[config.mk]
export PLATFORM = sky130hd
export DESIGN_NAME = script_byte_lexer
export DESIGN_NICKNAME = d
export VERILOG_FILES = /design/src/sbl_pkg.sv /design/src/sbl_step.sv /design/src/script_byte_lexer.sv
export SDC_FILE = /design/constraint.sdc
export NUM_CORES = 1
export LEC_CHECK = 0
export BUFFER_PORTS_ARGS = -buffer_cell sky130_fd_sc_hd__buf_4
export CAP_MARGIN = 30
export CELL_PAD_IN_SITES_DETAIL_PLACEMENT = 1
export CELL_PAD_IN_SITES_GLOBAL_PLACEMENT = 2
export CORE_MARGIN = 1.5
export CORE_UTILIZATION = 44
export CTS_CLUSTER_SIZE = 20
export DETAILED_ROUTE_END_ITERATION = 16
export GPL_TIMING_DRIVEN = 0
export HOLD_SLACK_MARGIN = 0.08
export PLACE_DENSITY = 0.91
export RECOVER_POWER = 100
export SETUP_SLACK_MARGIN = 0.2
export SYNTH_ARGS = -nofsm -noshare
export SYNTH_HDL_FRONTEND = slang
export SYNTH_SLANG_ARGS = --single-unit
[constraint.sdc]
create_clock -name aclk -period 34 [get_ports aclk]
set_input_delay 5.1 -clock aclk [delete_from_list [all_inputs] [get_ports aclk]]
set_output_delay 5.1 -clock aclk [all_outputs]
set_load 0.05 [all_outputs]
[src/sbl_pkg.sv]
// shared types, constants and character-class functions for the script byte lexer
package sbl_pkg;

    localparam int LINE_BITS     = 20;
    localparam int TYPE_W        = 5;
    localparam int VAL_W         = 64;
    localparam int MAX_RESULTS   = 4;
    localparam int CNT_W         = $clog2(MAX_RESULTS + 1);
    localparam int RES_IDX_W     = $clog2(MAX_RESULTS);

    // result kinds
    localparam logic KIND_TEXT = 1'b0;
    localparam logic KIND_END  = 1'b1;

    // token types; the single-character symbols follow TT_IDENT
    localparam logic [TYPE_W-1:0] TT_EOF    = 5'd0;
    localparam logic [TYPE_W-1:0] TT_FLAG   = 5'd1;
    localparam logic [TYPE_W-1:0] TT_VAR    = 5'd2;
    localparam logic [TYPE_W-1:0] TT_INT    = 5'd3;
    localparam logic [TYPE_W-1:0] TT_REAL   = 5'd4;
    localparam logic [TYPE_W-1:0] TT_STRING = 5'd5;
    localparam logic [TYPE_W-1:0] TT_IDENT  = 5'd6;
    localparam logic [TYPE_W-1:0] TT_OPEN_PAR  = 5'd7;
    localparam logic [TYPE_W-1:0] TT_CLOSE_PAR = 5'd8;
    localparam logic [TYPE_W-1:0] TT_OPEN_BRC  = 5'd9;
    localparam logic [TYPE_W-1:0] TT_CLOSE_BRC = 5'd10;
    localparam logic [TYPE_W-1:0] TT_SEP    = 5'd11;
    localparam logic [TYPE_W-1:0] TT_ASSIGN = 5'd12;
    localparam logic [TYPE_W-1:0] TT_ADD    = 5'd13;
    localparam logic [TYPE_W-1:0] TT_SUB    = 5'd14;
    localparam logic [TYPE_W-1:0] TT_STAR   = 5'd15;
    localparam logic [TYPE_W-1:0] TT_SLASH  = 5'd16;
    localparam logic [TYPE_W-1:0] TT_SEMI   = 5'd17;

    // characters the lexer decides on
    localparam logic [7:0] CH_NL     = 8'h0A;
    localparam logic [7:0] CH_TAB    = 8'h09;
    localparam logic [7:0] CH_CR     = 8'h0D;
    localparam logic [7:0] CH_SPACE  = 8'h20;
    localparam logic [7:0] CH_QUOTE  = 8'h22;
    localparam logic [7:0] CH_DOLLAR = 8'h24;
    localparam logic [7:0] CH_MINUS  = 8'h2D;
    localparam logic [7:0] CH_DOT    = 8'h2E;
    localparam logic [7:0] CH_SLASH  = 8'h2F;
    localparam logic [7:0] CH_ZERO   = 8'h30;
    localparam logic [7:0] CH_EQ     = 8'h3D;
    localparam logic [7:0] CH_UPPERX = 8'h58;
    localparam logic [7:0] CH_BSLASH = 8'h5C;
    localparam logic [7:0] CH_UNDER  = 8'h5F;
    localparam logic [7:0] CH_LOW_N  = 8'h6E;
    localparam logic [7:0] CH_LOW_R  = 8'h72;
    localparam logic [7:0] CH_LOW_T  = 8'h74;
    localparam logic [7:0] CH_LOWERX = 8'h78;

    localparam logic [4:0] HEX_NONE = 5'd16;

    typedef enum logic [6:0] {
        MODE_IDLE    = 7'b0000001,
        MODE_COMMENT = 7'b0000010,
        MODE_FLAG    = 7'b0000100,
        MODE_VAR     = 7'b0001000,
        MODE_NUMBER  = 7'b0010000,
        MODE_STRING  = 7'b0100000,
        MODE_IDENT   = 7'b1000000
    } lex_mode_t;

    typedef struct packed {
        logic [7:0] src_byte;
        logic       end_of_source;
    } sbl_in_t;

    typedef struct packed {
        logic                 result_kind;
        logic [TYPE_W-1:0]    token_type;
        logic [7:0]           text_byte;
        logic [LINE_BITS-1:0] line_number;
        logic [VAL_W-1:0]     int_value;
        logic                 last_of_run;
    } sbl_out_t;

    typedef struct packed {
        logic             hex;
        logic             flt;
        logic             stop;
        logic [VAL_W-1:0] accum;
    } num_t;

    typedef struct packed {
        lex_mode_t            mode;
        logic [7:0]           pend_char;
        logic                 pend_valid;
        logic [LINE_BITS-1:0] line_cnt;
        logic [LINE_BITS-1:0] tok_line;
        num_t                 num;
    } lex_state_t;

    typedef struct packed {
        sbl_out_t [MAX_RESULTS-1:0] items;
        logic [CNT_W-1:0]           count;
    } sbl_bundle_t;

    localparam logic [LINE_BITS-1:0] LINE_ONE = LINE_BITS'(1);
    localparam logic [LINE_BITS-1:0] LINE_MAX = {LINE_BITS{1'b1}};

    localparam lex_state_t LEX_RESET = '{
        mode:       MODE_IDLE,
        pend_char:  8'h00,
        pend_valid: 1'b0,
        line_cnt:   LINE_ONE,
        tok_line:   LINE_ONE,
        num:        '0
    };

    function automatic logic is_digit(input logic [7:0] c);
        return (c >= "0") && (c <= "9");
    endfunction

    function automatic logic is_alpha(input logic [7:0] c);
        return ((c >= "a") && (c <= "z")) || ((c >= "A") && (c <= "Z"));
    endfunction

    function automatic logic is_space(input logic [7:0] c);
        return (c == CH_SPACE) || ((c >= CH_TAB) && (c <= CH_CR));
    endfunction

    function automatic logic is_name(input logic [7:0] c);
        return is_alpha(c) || is_digit(c) || (c == CH_UNDER) || (c == CH_DOT);
    endfunction

    function automatic logic [4:0] hex_val(input logic [7:0] c);
        logic [4:0] d;
        if (is_digit(c)) begin
            d = 5'(c - "0");
        end else if ((c >= "a") && (c <= "f")) begin
            d = 5'(c - "a" + 8'd10);
        end else if ((c >= "A") && (c <= "F")) begin
            d = 5'(c - "A" + 8'd10);
        end else begin
            d = HEX_NONE;
        end
        return d;
    endfunction

    // zero means no symbol
    function automatic logic [TYPE_W-1:0] symbol_type(input logic [7:0] c);
        logic [TYPE_W-1:0] t;
        case (c)
            "(":     t = TT_OPEN_PAR;
            ")":     t = TT_CLOSE_PAR;
            "{":     t = TT_OPEN_BRC;
            "}":     t = TT_CLOSE_BRC;
            ",":     t = TT_SEP;
            "=":     t = TT_ASSIGN;
            "+":     t = TT_ADD;
            "-":     t = TT_SUB;
            "*":     t = TT_STAR;
            "/":     t = TT_SLASH;
            ";":     t = TT_SEMI;
            default: t = TT_EOF;
        endcase
        return t;
    endfunction

    function automatic logic [7:0] escape_val(input logic [7:0] c);
        logic [7:0] r;
        case (c)
            CH_LOW_N: r = CH_NL;
            CH_LOW_T: r = CH_TAB;
            CH_LOW_R: r = CH_CR;
            default:  r = c;
        endcase
        return r;
    endfunction

    // one byte into a number: dots make it float, digits accumulate with saturation
    function automatic num_t num_step(input num_t n, input logic [7:0] c);
        num_t       r;
        logic [4:0] d;
        logic [VAL_W+3:0] t;
        r = n;
        d = hex_val(c);
        t = '0;
        if (c == CH_DOT) begin
            r.flt  = 1'b1;
            r.stop = 1'b1;
        end else if (!n.stop) begin
            if (n.hex) begin
                if (d == HEX_NONE) begin
                    r.stop = 1'b1;
                end else if (n.accum[VAL_W-1 -: 4] != 4'h0) begin
                    r.accum = {VAL_W{1'b1}};
                end else begin
                    r.accum = {n.accum[VAL_W-5:0], d[3:0]};
                end
            end else begin
                if (d >= 5'd10) begin
                    r.stop = 1'b1;
                end else begin
                    t = ({4'h0, n.accum} << 3) + ({4'h0, n.accum} << 1)
                        + (VAL_W+4)'(d);
                    r.accum = (t[VAL_W+3:VAL_W] != 4'h0) ? {VAL_W{1'b1}}
                                                         : t[VAL_W-1:0];
                end
            end
        end
        return r;
    endfunction

    function automatic sbl_out_t text_rec(input logic [7:0] c,
                                          input logic [LINE_BITS-1:0] line);
        sbl_out_t r;
        r = '0;
        r.result_kind = KIND_TEXT;
        r.text_byte   = c;
        r.line_number = line;
        return r;
    endfunction

    function automatic sbl_out_t end_rec(input logic [TYPE_W-1:0] t,
                                         input logic [LINE_BITS-1:0] line,
                                         input logic [VAL_W-1:0] v);
        sbl_out_t r;
        r = '0;
        r.result_kind = KIND_END;
        r.token_type  = t;
        r.line_number = line;
        r.int_value   = v;
        return r;
    endfunction

    function automatic logic tok_open(input lex_mode_t m);
        return (m == MODE_FLAG) || (m == MODE_VAR) || (m == MODE_NUMBER)
            || (m == MODE_STRING) || (m == MODE_IDENT);
    endfunction

    // end record for the open token
    function automatic sbl_out_t close_rec(input lex_state_t s);
        logic [TYPE_W-1:0] t;
        logic [VAL_W-1:0]  v;
        v = '0;
        case (s.mode)
            MODE_FLAG:   t = TT_FLAG;
            MODE_VAR:    t = TT_VAR;
            MODE_STRING: t = TT_STRING;
            MODE_IDENT:  t = TT_IDENT;
            MODE_NUMBER: begin
                if (s.num.flt) begin
                    t = TT_REAL;
                end else begin
                    t = TT_INT;
                    v = s.num.accum;
                end
            end
            default:     t = TT_EOF;
        endcase
        return end_rec(t, s.tok_line, v);
    endfunction

    function automatic sbl_bundle_t push(input sbl_bundle_t b, input sbl_out_t r);
        sbl_bundle_t o;
        o = b;
        if (b.count < CNT_W'(MAX_RESULTS)) begin
            o.items[b.count[RES_IDX_W-1:0]] = r;
            o.count = b.count + CNT_W'(1);
        end
        return o;
    endfunction

endpackage

[src/sbl_step.sv]
// next-state and result logic for one source beat of the lexer
module sbl_step (
    input  sbl_pkg::lex_state_t  cur_st,
    input  sbl_pkg::sbl_in_t     beat,
    output sbl_pkg::lex_state_t  nxt_st,
    output sbl_pkg::sbl_bundle_t bundle
);
    import sbl_pkg::*;

    logic [7:0] c;
    logic [7:0] la;
    logic       lav;
    logic       consumed;
    logic       go_idle;
    num_t       num_in;
    num_t       num_out;
    lex_state_t nx;
    sbl_bundle_t bd;

    assign c   = cur_st.pend_char;
    assign la  = beat.src_byte;
    assign lav = !beat.end_of_source;

    // one shared accumulator update: continuing number or a fresh one
    assign num_in  = (cur_st.mode == MODE_NUMBER) ? cur_st.num : '0;
    assign num_out = num_step(num_in, c);

    always_comb begin
        nx       = cur_st;
        bd       = '0;
        consumed = 1'b0;
        go_idle  = 1'b0;

        if (cur_st.pend_valid) begin
            // continue the open token, or close it and, unless it ends a string, rescan the byte
            unique case (cur_st.mode)
                MODE_COMMENT: begin
                    if (c == CH_NL) begin
                        go_idle = 1'b1;
                    end
                end
                MODE_FLAG, MODE_VAR, MODE_IDENT: begin
                    if (is_name(c) || ((cur_st.mode == MODE_FLAG)
                                       && ((c == CH_MINUS) || (c == CH_EQ)))) begin
                        bd = push(bd, text_rec(c, cur_st.tok_line));
                    end else begin
                        bd      = push(bd, close_rec(cur_st));
                        go_idle = 1'b1;
                    end
                end
                MODE_NUMBER: begin
                    if ((hex_val(c) != HEX_NONE) || (c == CH_DOT)) begin
                        bd     = push(bd, text_rec(c, cur_st.tok_line));
                        nx.num = num_out;
                    end else begin
                        bd      = push(bd, close_rec(cur_st));
                        go_idle = 1'b1;
                    end
                end
                MODE_STRING: begin
                    if (c == CH_QUOTE) begin
                        bd      = push(bd, close_rec(cur_st));
                        nx.mode = MODE_IDLE;
                    end else if ((c == CH_BSLASH) && lav) begin
                        bd       = push(bd, text_rec(escape_val(la), cur_st.tok_line));
                        consumed = 1'b1;
                    end else begin
                        bd = push(bd, text_rec(c, cur_st.tok_line));
                    end
                end
                MODE_IDLE: go_idle = 1'b1;
                default:   go_idle = 1'b1;
            endcase

            if (go_idle) begin
                nx.mode = MODE_IDLE;
                if (is_space(c)) begin
                    if ((c == CH_NL) && (cur_st.line_cnt != LINE_MAX)) begin
                        nx.line_cnt = cur_st.line_cnt + LINE_ONE;
                    end
                end else if ((c == CH_SLASH) && lav && (la == CH_SLASH)) begin
                    nx.mode = MODE_COMMENT;
                end else if ((c == CH_MINUS) && lav && (la == CH_MINUS)) begin
                    nx.mode     = MODE_FLAG;
                    nx.tok_line = cur_st.line_cnt;
                    bd          = push(bd, text_rec(c, cur_st.line_cnt));
                    bd          = push(bd, text_rec(la, cur_st.line_cnt));
                    consumed    = 1'b1;
                end else if (c == CH_DOLLAR) begin
                    nx.mode     = MODE_VAR;
                    nx.tok_line = cur_st.line_cnt;
                    bd          = push(bd, text_rec(c, cur_st.line_cnt));
                end else if (is_digit(c) || ((c == CH_DOT) && lav && is_digit(la))) begin
                    nx.mode     = MODE_NUMBER;
                    nx.tok_line = cur_st.line_cnt;
                    bd          = push(bd, text_rec(c, cur_st.line_cnt));
                    if ((c == CH_ZERO) && lav && ((la == CH_LOWERX) || (la == CH_UPPERX))) begin
                        nx.num     = '0;
                        nx.num.hex = 1'b1;
                        bd         = push(bd, text_rec(la, cur_st.line_cnt));
                        consumed   = 1'b1;
                    end else begin
                        nx.num = num_out;
                    end
                end else if (c == CH_QUOTE) begin
                    nx.mode     = MODE_STRING;
                    nx.tok_line = cur_st.line_cnt;
                end else if (is_alpha(c) || (c == CH_UNDER)) begin
                    nx.mode     = MODE_IDENT;
                    nx.tok_line = cur_st.line_cnt;
                    bd          = push(bd, text_rec(c, cur_st.line_cnt));
                end else if (symbol_type(c) != TT_EOF) begin
                    nx.tok_line = cur_st.line_cnt;
                    bd          = push(bd, text_rec(c, cur_st.line_cnt));
                    bd          = push(bd, end_rec(symbol_type(c), cur_st.line_cnt, '0));
                end
            end
        end

        if (beat.end_of_source) begin
            // close what is open, report eof, start over
            if (tok_open(nx.mode)) begin
                bd = push(bd, close_rec(nx));
            end
            bd = push(bd, end_rec(TT_EOF, nx.line_cnt, '0));
            nx = LEX_RESET;
        end else if (cur_st.pend_valid) begin
            if (consumed) begin
                nx.pend_valid = 1'b0;
            end else begin
                nx.pend_char = la;
            end
        end else begin
            nx.pend_char  = la;
            nx.pend_valid = 1'b1;
        end
    end

    assign nxt_st = nx;
    assign bundle = bd;

endmodule

[src/script_byte_lexer.sv]
// top level of the script byte lexer: lexer state, result buffer and handshakes
//
// Streaming tokenizer. Source bytes come in on the s_ channel, one per beat;
// a beat with end_of_source set ends the source. The lexer holds one byte
// back so every decision can see the next byte, so the results for a byte
// appear when the byte after it (or end of source) is accepted. Each beat
// yields zero to four result beats on the m_ channel: token text bytes
// (strings decoded, quotes dropped) and token end records carrying type,
// start line and saturated integer value, with last_of_run on the final
// result of the beat. End of source closes any open token, adds an eof
// record and returns the lexer to its reset state at line 1.
// Timing: all work for a beat is one pass of combinational logic into the
// result buffer, so results are visible the cycle after the beat is taken.
// The buffer drains one result per cycle while m_ready is high, which sets
// the rate: the input waits while more than the last result remains, so plain
// source streams at one byte per cycle while m_ready holds. A new beat is taken in
// the same cycle the last buffered result leaves.
module script_byte_lexer (
    input  logic              aclk,
    input  logic              aresetn,
    input  logic              s_valid,
    output logic              s_ready,
    input  sbl_pkg::sbl_in_t  s_data,
    output logic              m_valid,
    input  logic              m_ready,
    output sbl_pkg::sbl_out_t m_data
);
    import sbl_pkg::*;

    // lexer state
    lex_state_t st_reg;
    lex_state_t st_next;

    // result buffer: up to four records from the last beat
    sbl_out_t [MAX_RESULTS-1:0] items_reg;
    logic [CNT_W-1:0]           rem_reg;
    logic [RES_IDX_W-1:0]       pos_reg;

    sbl_bundle_t bundle;
    logic        s_fire;
    logic        m_fire;
    sbl_out_t    head;

    sbl_step u_step (
        .cur_st (st_reg),
        .beat   (s_data),
        .nxt_st (st_next),
        .bundle (bundle)
    );

    // results waiting in the buffer
    assign m_valid = (rem_reg != '0);
    assign m_fire  = m_valid && m_ready;

    // take a new beat when the buffer is empty or its last record leaves now
    assign s_ready = (rem_reg == '0) || ((rem_reg == CNT_W'(1)) && m_ready);
    assign s_fire  = s_valid && s_ready;

    always_comb begin
        head             = items_reg[pos_reg];
        head.last_of_run = (rem_reg == CNT_W'(1));
    end
    assign m_data = head;

    always_ff @(posedge aclk) begin
        if (!aresetn) begin
            st_reg  <= LEX_RESET;
            rem_reg <= '0;
            pos_reg <= '0;
        end else begin
            if (s_fire) begin
                st_reg  <= st_next;
                rem_reg <= bundle.count;
                pos_reg <= '0;
            end else if (m_fire) begin
                rem_reg <= rem_reg - CNT_W'(1);
                pos_reg <= pos_reg + RES_IDX_W'(1);
            end
        end
    end

    // record payload, no reset needed
    always_ff @(posedge aclk) begin
        if (s_fire) begin
            items_reg <= bundle.items;
        end
    end

    // buffer read pointer and remaining count never run past its depth
    assert property (@(posedge aclk) disable iff (!aresetn)
        (CNT_W'(pos_reg) + rem_reg) <= CNT_W'(MAX_RESULTS))
        else $error("result buffer overrun");

    // end of source always leaves at least the eof record in the buffer
    assert property (@(posedge aclk) disable iff (!aresetn)
        (s_fire && s_data.end_of_source) |=> (rem_reg != '0))
        else $error("end of source without eof record");

    // after end of source the lexer restarts at line one with nothing held
    assert property (@(posedge aclk) disable iff (!aresetn)
        (s_fire && s_data.end_of_source) |=>
            ((st_reg.mode == MODE_IDLE) && !st_reg.pend_valid
             && (st_reg.line_cnt == LINE_ONE)))
        else $error("lexer not restarted after end of source");

    // the record that ends a source beat's results on eof is an end record
    assert property (@(posedge aclk) disable iff (!aresetn)
        (s_fire && s_data.end_of_source) |=>
            (items_reg[rem_reg[RES_IDX_W-1:0] - RES_IDX_W'(1)].result_kind == KIND_END))
        else $error("eof beat did not end with an end record");

endmodule
==> qor.txt, run 1 <==
==================================================================================
Status                                                                finished with violations
Violations in the final reports                                       max-capacitance violations, max-slew violations
Clock sink count                                                               508
Proportion of synthesized area in mux cells                                  7.28%
Site row count                                                                 100
Clock tree from TritonCTS                                                    built
Top cells by area, synth                                              sky130_fd_sc_hd__edfxtp_1, sky130_fd_sc_hd__dfxtp_1, sky130_fd_sc_hd__mux4_2
Largest area contributor in the netlist                               sky130_fd_sc_hd__edfxtp_1
Final Setup Violations                                                           0
Flip-flop count of the largest register, all copies and words added            380
Wire length per cell                                                       31.6 um
Post-route design area                                                   36800 um2
Clock latency reported for the late side of the worst-skew pair            0.64 ns
Initial DRC Count                                                             4357
DRC Markers                                                                      0
Synthesis-stage register bit count                                             508
Crit path capture type                                                        flop
Total clock buffers created by CTS                                              54
Cell at the root of the clock tree                                    sky130_fd_sc_hd__clkbuf_16
EDFF count, synth                                                              380
Area Overhead vs Synth                                                       10.7%
Area share of the largest cell type after synthesis                          34.3%
Sequential cell area fraction in the yosys report                            42.0%
Post-Synth XOR/XNOR Area                                                     2.19%
Post-synthesis instance area                                             33300 um2
Die span in x                                                               278 um
Max-cap violations                                                               8
Number of routed nets with antenna violations                                    0
Antenna cells                                                                    0
Final weighted congestion of routability-driven global placement              1.02
Count of filler cells inserted in the layout                                  8578
Achievable clock frequency                                                49.3 MHz
Cell types with the highest counts after synthesis                    sky130_fd_sc_hd__nand2_1, sky130_fd_sc_hd__edfxtp_1, sky130_fd_sc_hd__nor2_1
Average cell area after synthesis                                         9.52 um2
Register cell area after layout                                          14000 um2
Clock Skew                                                               0.0282 ns
Unique cell type count in the Yosys netlist                                    114
FFs w/ async S/R, synth                                                         0%
Number of port buffers                                                         110
Most instantiated flip-flop cell in the synthesis netlist             sky130_fd_sc_hd__edfxtp_1
Worst-Margin Slew                                                          5.94 ns
Adder-cell share of the synthesized area                                     5.56%
Count of cells along the worst register-to-register path                         9
H-tree Lvls                                                                      2
Initial antenna violation count                                                  4
Global-route wire length before repair                                      214 mm
Effective utilization at floorplan                                           44.5%
Number of instances in the synthesized netlist                                3493
Number of synthesis warnings                                                     0
CP Data Arrival Time                                                      20.34 ns
Post-CTS setup repair buffer count                                               0
Final total negative setup slack                                              0 ns
Drt first pass iters                                                             6
Area share of and/or/nand/nor cells after synthesis                          17.1%
Total GRT Usage                                                              37.4%
Path type of the worst min-delay path                                   reg -> reg
Power Density                                                          58.8 nW/um2
Combinational family with the most area after synthesis               compound AO/OA/AOI/OAI gates
Fraction of final layout cells with drive strength greater than 1            7.92%
Number of vias in the routed layout                                          31.9k
Die ar.                                                                  77300 um2
Type of the worst setup path                                             in -> reg
Post-Route WL                                                               149 mm
Total I/O pin count                                                            114
Number of nets at the end of the flow                                         3849
Complex-gate fraction of the synthesized area                                21.9%
Final min period                                                          20.28 ns
Gates resized, CTS repair                                                        0
Critical path launch point type                                       primary input
Worst-case vdd ir drop                                                     46.0 uV
Standard cell area after detailed placement                              35600 um2
Area used by multi-input combinational logic                             17900 um2
Slack of the worst reg-to-reg path                                        17.68 ns
Worst hold margin                                                         0.486 ns
Crit Path Max Fanout                                                           112
Required time of the critical path                                        34.06 ns
Largest net degree at the start of global routing                              113
Quantity of hold-fixing buffers added after cts                                  0
Std-Cell Core Area                                                       74700 um2
Static Leak                                                                13.0 nW
Dominant cell by count in the synthesized netlist                     sky130_fd_sc_hd__nand2_1
Fin crit share                                                               59.6%
Sum of net half-perimeters after detailed placement                         114 mm
Overflow left after global routing                                               0
Unrepaired setup endpoints after global routing                              false
Max clock buf depth                                                              3
Die height                                                                  278 um
Hold-critical path depth                                                         2
Remaining max-slew budget at the tightest pin                                -296%
Via count of the first global-routing pass                                   31.1k
Clock-pin slew on the worst setup and hold paths                           0.06 ns
Number of hold violations in the final report                                    0
Pins over their slew limit                                                     415
Post-DR vias/cell                                                             6.78
==================================================================================
==> routing by layer <==
metal  vias up  GRT usage, %  wire length (um)
met4         4          13.3              5900
li1      13600             -                 -
met2      1977          56.0             63600
met3       341          6.41             15100
met5         -             0                20
met1     16000          54.4             64000
==> path summary, 6_finish.rpt <==
kind,to,startpoint
hold / removal,st_reg[85]$_SDFFE_PN0P_,st_reg[85]$_SDFFE_PN0P_
setup / recovery,items_reg[310]$_SDFFCE_PN0P_,m_ready
setup reg to reg,items_reg[211]$_SDFFCE_PN0P_,rem_reg[0]$_SDFFE_PN0P_
hold reg to reg,st_reg[85]$_SDFFE_PN0P_,st_reg[85]$_SDFFE_PN0P_
==> cell families (layout without fill, tap and decap cells) <==
family | Yosys count | after routing
AO/OA/AOI/OAI | 1098 | 1098
XOR/XNOR | 83 | 83
adder cells (fa/ha/maj) | 146 | 146
buffers and inverters | 320 | 559
flip-flops | 508 | 508
multiplexers | 131 | 131
other | 1 | 5
AND/OR/NAND/NOR | 1206 | 1206
==> through the flow <==
step,power [mW],cells,setup slack (ns),utilization [%]
after floorplan,1.39,3497,17.59,-
after global placement,1.62,4576,12.07,47.3
after detailed placement,1.56,4599,22.57,47.7
after CTS,2.18,4701,23.21,50.2
after global routing,2.21,4705,12.67,49.3
final,2.16,4705,13.72,49.3
==> cell usage in the layout (no fill, tap or decap), types with 34 or more instances in the layout <==
| cell | n |
|---|---|
| sky130_fd_sc_hd__o21ai_0 | 284 |
| sky130_fd_sc_hd__nand4_1 | 35 |
| sky130_fd_sc_hd__xnor2_1 | 39 |
| sky130_fd_sc_hd__nand3_1 | 65 |
| sky130_fd_sc_hd__a31oi_1 | 34 |
| sky130_fd_sc_hd__clkbuf_16 | 54 |
| sky130_fd_sc_hd__and3_1 | 43 |
| sky130_fd_sc_hd__a21oi_1 | 254 |
| sky130_fd_sc_hd__nand2_1 | 386 |
| sky130_fd_sc_hd__edfxtp_1 | 380 |
| sky130_fd_sc_hd__a22o_1 | 91 |
| sky130_fd_sc_hd__inv_1 | 61 |
| sky130_fd_sc_hd__dfxtp_1 | 128 |
| sky130_fd_sc_hd__mux2i_1 | 38 |
| sky130_fd_sc_hd__a22oi_1 | 43 |
| sky130_fd_sc_hd__nor3_1 | 74 |
| sky130_fd_sc_hd__nor2_1 | 378 |
| sky130_fd_sc_hd__and2_1 | 62 |
| sky130_fd_sc_hd__ha_1 | 143 |
| sky130_fd_sc_hd__xor2_1 | 44 |
| sky130_fd_sc_hd__mux4_2 | 88 |
| sky130_fd_sc_hd__clkbuf_1 | 321 |
| sky130_fd_sc_hd__a21o_1 | 43 |
==> area by class of cell <==
type	instances	share of cell area [%]
Multi-Input combinational cell	2669	48.5
Sequential cell	508	37.9
Clock buffer	68	3.99
Tap cell	969	3.29
Buffer	255	2.74
Timing Repair Buffer	137	1.75
Clock inverter	34	1.10
Inverter	65	0.666
==> power breakdown <==
| group | leakage, nW | total (mW) | internal, mW | switching, mW |
|---|---|---|---|---|
| sequential | 4.75 | 0.903 | 0.864 | 0.0390 |
| combinational | 7.34 | 0.627 | 0.140 | 0.486 |
| clock | 0.921 | 0.635 | 0.362 | 0.272 |
==> worst max-delay path, cell delays in order <==
cell                         delay [ns]
sky130_fd_sc_hd__clkbuf_1          0.19
sky130_fd_sc_hd__nand2_1           0.08
sky130_fd_sc_hd__nand2_1           0.09
sky130_fd_sc_hd__nand2_1           0.37
sky130_fd_sc_hd__clkinvlp_2        2.58
sky130_fd_sc_hd__clkbuf_1          3.24
sky130_fd_sc_hd__clkbuf_1          4.00
sky130_fd_sc_hd__clkbuf_1          4.38
Note: power is estimated with default switching activity, not from simulation.
==> run 2, diff against run 1 <==
--- a/config.mk
+++ b/config.mk
@@ -5,17 +5,18 @@
 export SDC_FILE = /design/constraint.sdc
 export NUM_CORES = 1
 export LEC_CHECK = 0
+export ABC_AREA = 1
 export BUFFER_PORTS_ARGS = -buffer_cell sky130_fd_sc_hd__buf_4
 export CAP_MARGIN = 30
 export CELL_PAD_IN_SITES_DETAIL_PLACEMENT = 1
 export CELL_PAD_IN_SITES_GLOBAL_PLACEMENT = 2
 export CORE_MARGIN = 1.5
-export CORE_UTILIZATION = 44
+export CORE_UTILIZATION = 37
 export CTS_CLUSTER_SIZE = 20
 export DETAILED_ROUTE_END_ITERATION = 16
 export GPL_TIMING_DRIVEN = 0
 export HOLD_SLACK_MARGIN = 0.08
-export PLACE_DENSITY = 0.91
+export PLACE_DENSITY = 0.87
 export RECOVER_POWER = 100
 export SETUP_SLACK_MARGIN = 0.2
 export SYNTH_ARGS = -nofsm -noshare
==> constraint.sdc (replaced) <==
create_clock -name aclk -period 19.5 [get_ports aclk]
set_input_delay 2.925 -clock aclk [delete_from_list [all_inputs] [get_ports aclk]]
set_output_delay 2.925 -clock aclk [all_outputs]
set_load 0.05 [all_outputs]
==> run 2 against run 1 <==
The flow still finishes with violations (max-capacitance violations, max-slew violations). Clock power rose by 80%. Combinational power rose by 120%. Largest cell class unchanged. Power rose by 90%. Sequential power rose by 74%. Die area rose by 34%. Hold slack got worse by 0.0021 ns. Global-route usage fell by 2.7 points.
==> qor.txt, run 2 <==
==================================================================================
Via count of the first global-routing pass                                   40.3k   +30%
Final Setup Violations                                                           0   unchanged
Gates resized, CTS repair                                                        0   unchanged
Fin crit share                                                               54.4%
Number of routed nets with antenna violations                                    0   unchanged
Die span in x                                                               322 um   +16%
Combinational family with the most area after synthesis               simple AND/OR/NAND/NOR gates
Portion of total power attributed to the clock network                       27.8%   -1.5 points
Commonest cells after routing, fill and taps aside                    sky130_fd_sc_hd__nand2_1, sky130_fd_sc_hd__nor2_1, sky130_fd_sc_hd__o21ai_0
Power spent charging and discharging nets                                  1.74 mW   +120%
Total clock buffers created by CTS                                              57   +5.6%
CP Data Arrival Time                                                      10.98 ns   -9.36 ns
Type of the worst setup path                                             in -> reg
Number of nets at the end of the flow                                         5753   +49%
Power Density                                                          98.1 nW/um2   +67%
Total I/O pin count                                                            114   unchanged
Commonest non-fill, non-tap cell in the layout                        sky130_fd_sc_hd__nand2_1
Complex-gate fraction of the synthesized area                                18.6%   -3.3 points
Sum of net half-perimeters after detailed placement                         146 mm   +29%
Proportion of synthesized area in mux cells                                     0%   -7.3 points
Site row count                                                                 116   +16%
Clock Skew                                                               0.0399 ns   +0.0117 ns
FFs w/ async S/R, synth                                                         0%   unchanged
Number of port buffers                                                         112   +1.8%
Post-CTS setup repair buffer count                                               0   unchanged
Area share of and/or/nand/nor cells after synthesis                          29.9%   +13 points
Post-Route WL                                                               184 mm   +24%
Clock sink count                                                               508   unchanged
Clock tree from TritonCTS                                                    built
Post-Synth XOR/XNOR Area                                                     1.56%   -0.63 points
Number of hold violations in the final report                                    0   unchanged
Most prevalent standard cell on the critical path                     sky130_fd_sc_hd__nand2_1
Count of placed standard cells including taps                                 6889   +50%
Cell types with the highest counts after synthesis                    sky130_fd_sc_hd__nand2_1, sky130_fd_sc_hd__nor2_1, sky130_fd_sc_hd__o21ai_0
Achievable clock frequency                                                94.3 MHz
Static Leak                                                                16.7 nW   +28%
Unrepaired setup endpoints after global routing                              false
Overflow left after global routing                                               0   unchanged
Required time of the critical path                                        19.87 ns   -14.19 ns
Unique cell type count in the Yosys netlist                                     57   -50%
Slowest library cell on the worst path                                sky130_fd_sc_hd__clkinvlp_2
Largest stage delay, worst path                                            2.99 ns   -1.39 ns
Largest area contributor in the netlist                               sky130_fd_sc_hd__edfxtp_1
Path type of the worst min-delay path                                   reg -> reg
CP bufs+invs                                                                     5   unchanged
Worst-Margin Slew                                                          5.13 ns   -0.807 ns
Count of filler cells inserted in the layout                                 13.0k   +51%
Worst hold margin                                                         0.484 ns   -0.00206 ns
Fraction of power spent switching nets                                       42.4%   +5.6 points
Synthesis-stage register bit count                                             508   unchanged
Sequential cell area fraction in the yosys report                            37.1%   -4.9 points
Crit path capture type                                                        flop
Crit Path Max Fanout                                                           121   +8.0%
Area Overhead vs Synth                                                       11.0%
Die height                                                                  322 um   +16%
Global-route wire length before repair                                      269 mm   +25%
H-tree Lvls                                                                      2   unchanged
Number of instances in the synthesized netlist                                5405   +55%
Post-route total power                                                     4.11 mW   +90%
Flip-flop count of the largest register, all copies and words added            380   unchanged
Quantity of hold-fixing buffers added after cts                                  0   unchanged
Max clock buf depth                                                              3   unchanged
Std-Cell Core Area                                                      101000 um2   +35%
Number of synthesis warnings                                                     0   unchanged
Largest net degree at the start of global routing                              122   +8.0%
Worst-case vdd ir drop                                                     87.2 uV   +90%
Cell breakdown of the critical path                                   clkbuf_1, nand2_1, nand2_1, nand2_1, clkinvlp_2, buf_16, clkbuf_1, buf_16
Die ar.                                                                 104000 um2   +34%
Antenna cells                                                                    0   unchanged
Total GRT Usage                                                              34.8%   -2.7 points
Cell at the root of the clock tree                                    sky130_fd_sc_hd__clkbuf_16
EDFF count, synth                                                              380   unchanged
Remaining max-slew budget at the tightest pin                                -242%   +54 points
Non-filler cells in the finished layout                                       7000   +49%
Initial DRC Count                                                             4743   +8.9%
Critical path launch point type                                       primary input
Internal power of the cells                                                2.36 mW   +73%
Average cell area after synthesis                                         6.98 um2   -27%
Pins over their slew limit                                                     177   -57%
Final total negative setup slack                                              0 ns   unchanged
Drt first pass iters                                                             6   unchanged
Fraction of final layout cells with drive strength greater than 1            3.58%   -4.3 points
Dominant cell by count in the synthesized netlist                     sky130_fd_sc_hd__nand2_1
Most instantiated flip-flop cell in the synthesis netlist             sky130_fd_sc_hd__edfxtp_1
Top cells by area, synth                                              sky130_fd_sc_hd__edfxtp_1, sky130_fd_sc_hd__nand2_1, sky130_fd_sc_hd__o21ai_0
Initial antenna violation count                                                  1   -3
Clock latency reported for the late side of the worst-skew pair            0.69 ns   +0.05 ns
Post-route design area                                                   41800 um2   +14%
Wire length per cell                                                       26.3 um   -17%
Fraction of power consumed by combinational cells                            33.9%   +5.0 points
DRC Markers                                                                      0   unchanged
Fraction of power consumed by sequential logic                               38.3%   -3.4 points
Final min period                                                          10.61 ns
Adder-cell share of the synthesized area                                     4.90%   -0.65 points
Area share of the largest cell type after synthesis                          30.3%   -4.0 points
Effective utilization at floorplan                                           37.5%   -7.0 points
Post-synthesis instance area                                             37700 um2   +13%
Standard cell area after detailed placement                              40400 um2   +14%
Clock-pin slew on the worst setup and hold paths                           0.06 ns   about the same
Worst path top cell family by delay                                   buffers and inverters
Final weighted congestion of routability-driven global placement              1.03   +0.64%
Post-DR vias/cell                                                             5.91   -13%
Violations in the final reports                                       max-capacitance violations, max-slew violations
Number of vias in the routed layout                                          41.3k   +30%
Max-cap violations                                                               2   -6
Status                                                                finished with violations
==================================================================================
-- run 2: cell types whose count changed after synthesis, sizes merged, moves of 48 or more --
| cell | delta |
|---|---|
| and2 | -64 |
| nand4 | +48 |
| mux4 | -88 |
| nand3 | +358 |
| clkbuf | +66 |
| nor2 | +410 |
| nand2 | +891 |
| a22o | -91 |
| inv | +371 |
| o22ai | +171 |
| o21ai | +336 |
-- run 2: final cells by class --
cell class | instances | area (um2) | area share, %
Multi-Input combinational cell | 4134 | 20600 | 49.3
Sequential cell | 508 | 14000 | 33.4
Tap cell | 1357 | 1700 | 4.06
Inverter | 438 | 1650 | 3.93
Clock buffer | 80 | 1610 | 3.85
Buffer | 329 | 1290 | 3.09
Timing Repair Buffer | 126 | 639 | 1.53
Clock inverter | 28 | 340 | 0.813
-- run 2: final timing paths --
kind	to	cells after the start	slack [ns]	from
worst max-delay path	items_reg[149]$_SDFFCE_PN0P_	8	8.89	m_ready
worst min-delay path	st_reg[64]$_SDFFE_PN0P_	2	0.48	st_reg[64]$_SDFFE_PN0P_
worst max register to register	items_reg[149]$_SDFFCE_PN0P_	9	10.52	rem_reg[0]$_SDFFE_PN0P_
worst min register to register	st_reg[64]$_SDFFE_PN0P_	2	0.48	st_reg[64]$_SDFFE_PN0P_
-- run 2: kinds of logic after synthesis --
kind of cell | after synthesis
other | 1
flip-flops | 508
adder cells (fa/ha/maj) | 146
XOR/XNOR | 67
AO/OA/AOI/OAI | 1237
AND/OR/NAND/NOR | 2679
buffers and inverters | 767
-- run 2: power groups by stage --
stage | Sequential [mW] | Clock, mW | Combinational, mW
5_1_grt | 1.59 | 1.18 | 1.46
4_1_cts | 1.55 | 1.14 | 1.50
3_3_place_gp | 1.71 | 0 | 1.45
3_5_place_dp | 1.57 | 0 | 1.49
2_1_floorplan | 1.65 | 0 | 0.927
6_report | 1.57 | 1.14 | 1.39
-- run 2: tightest hold or removal path, delay by kind of cell, from the launching register on --
family           cells  cell delay (ns)
flip-flops           1             0.32
AND/OR/NAND/NOR      1             0.06
AO/OA/AOI/OAI        1             0.06
-- run 2: per-layer routing --
metal  global-route usage (%)  part of all wire (%)  up-vias
met3                     5.32                   9.0      264
met1                     51.2                    46    20400
li1                         -                     -    18900
met2                     51.7                    42     1865
met4                     10.9                   3.2        0
met5                        0                     0        -
-- run 2: per-stage QoR --
stage / setup slack, ns / util [%]
after global routing: 8.25 / 41.6
after global placement: 1.81 / 40.0
after detailed placement: 10.47 / 40.2
after floorplan: 6.93 / -
after CTS: 11.17 / 42.1
final: 8.89 / 41.6
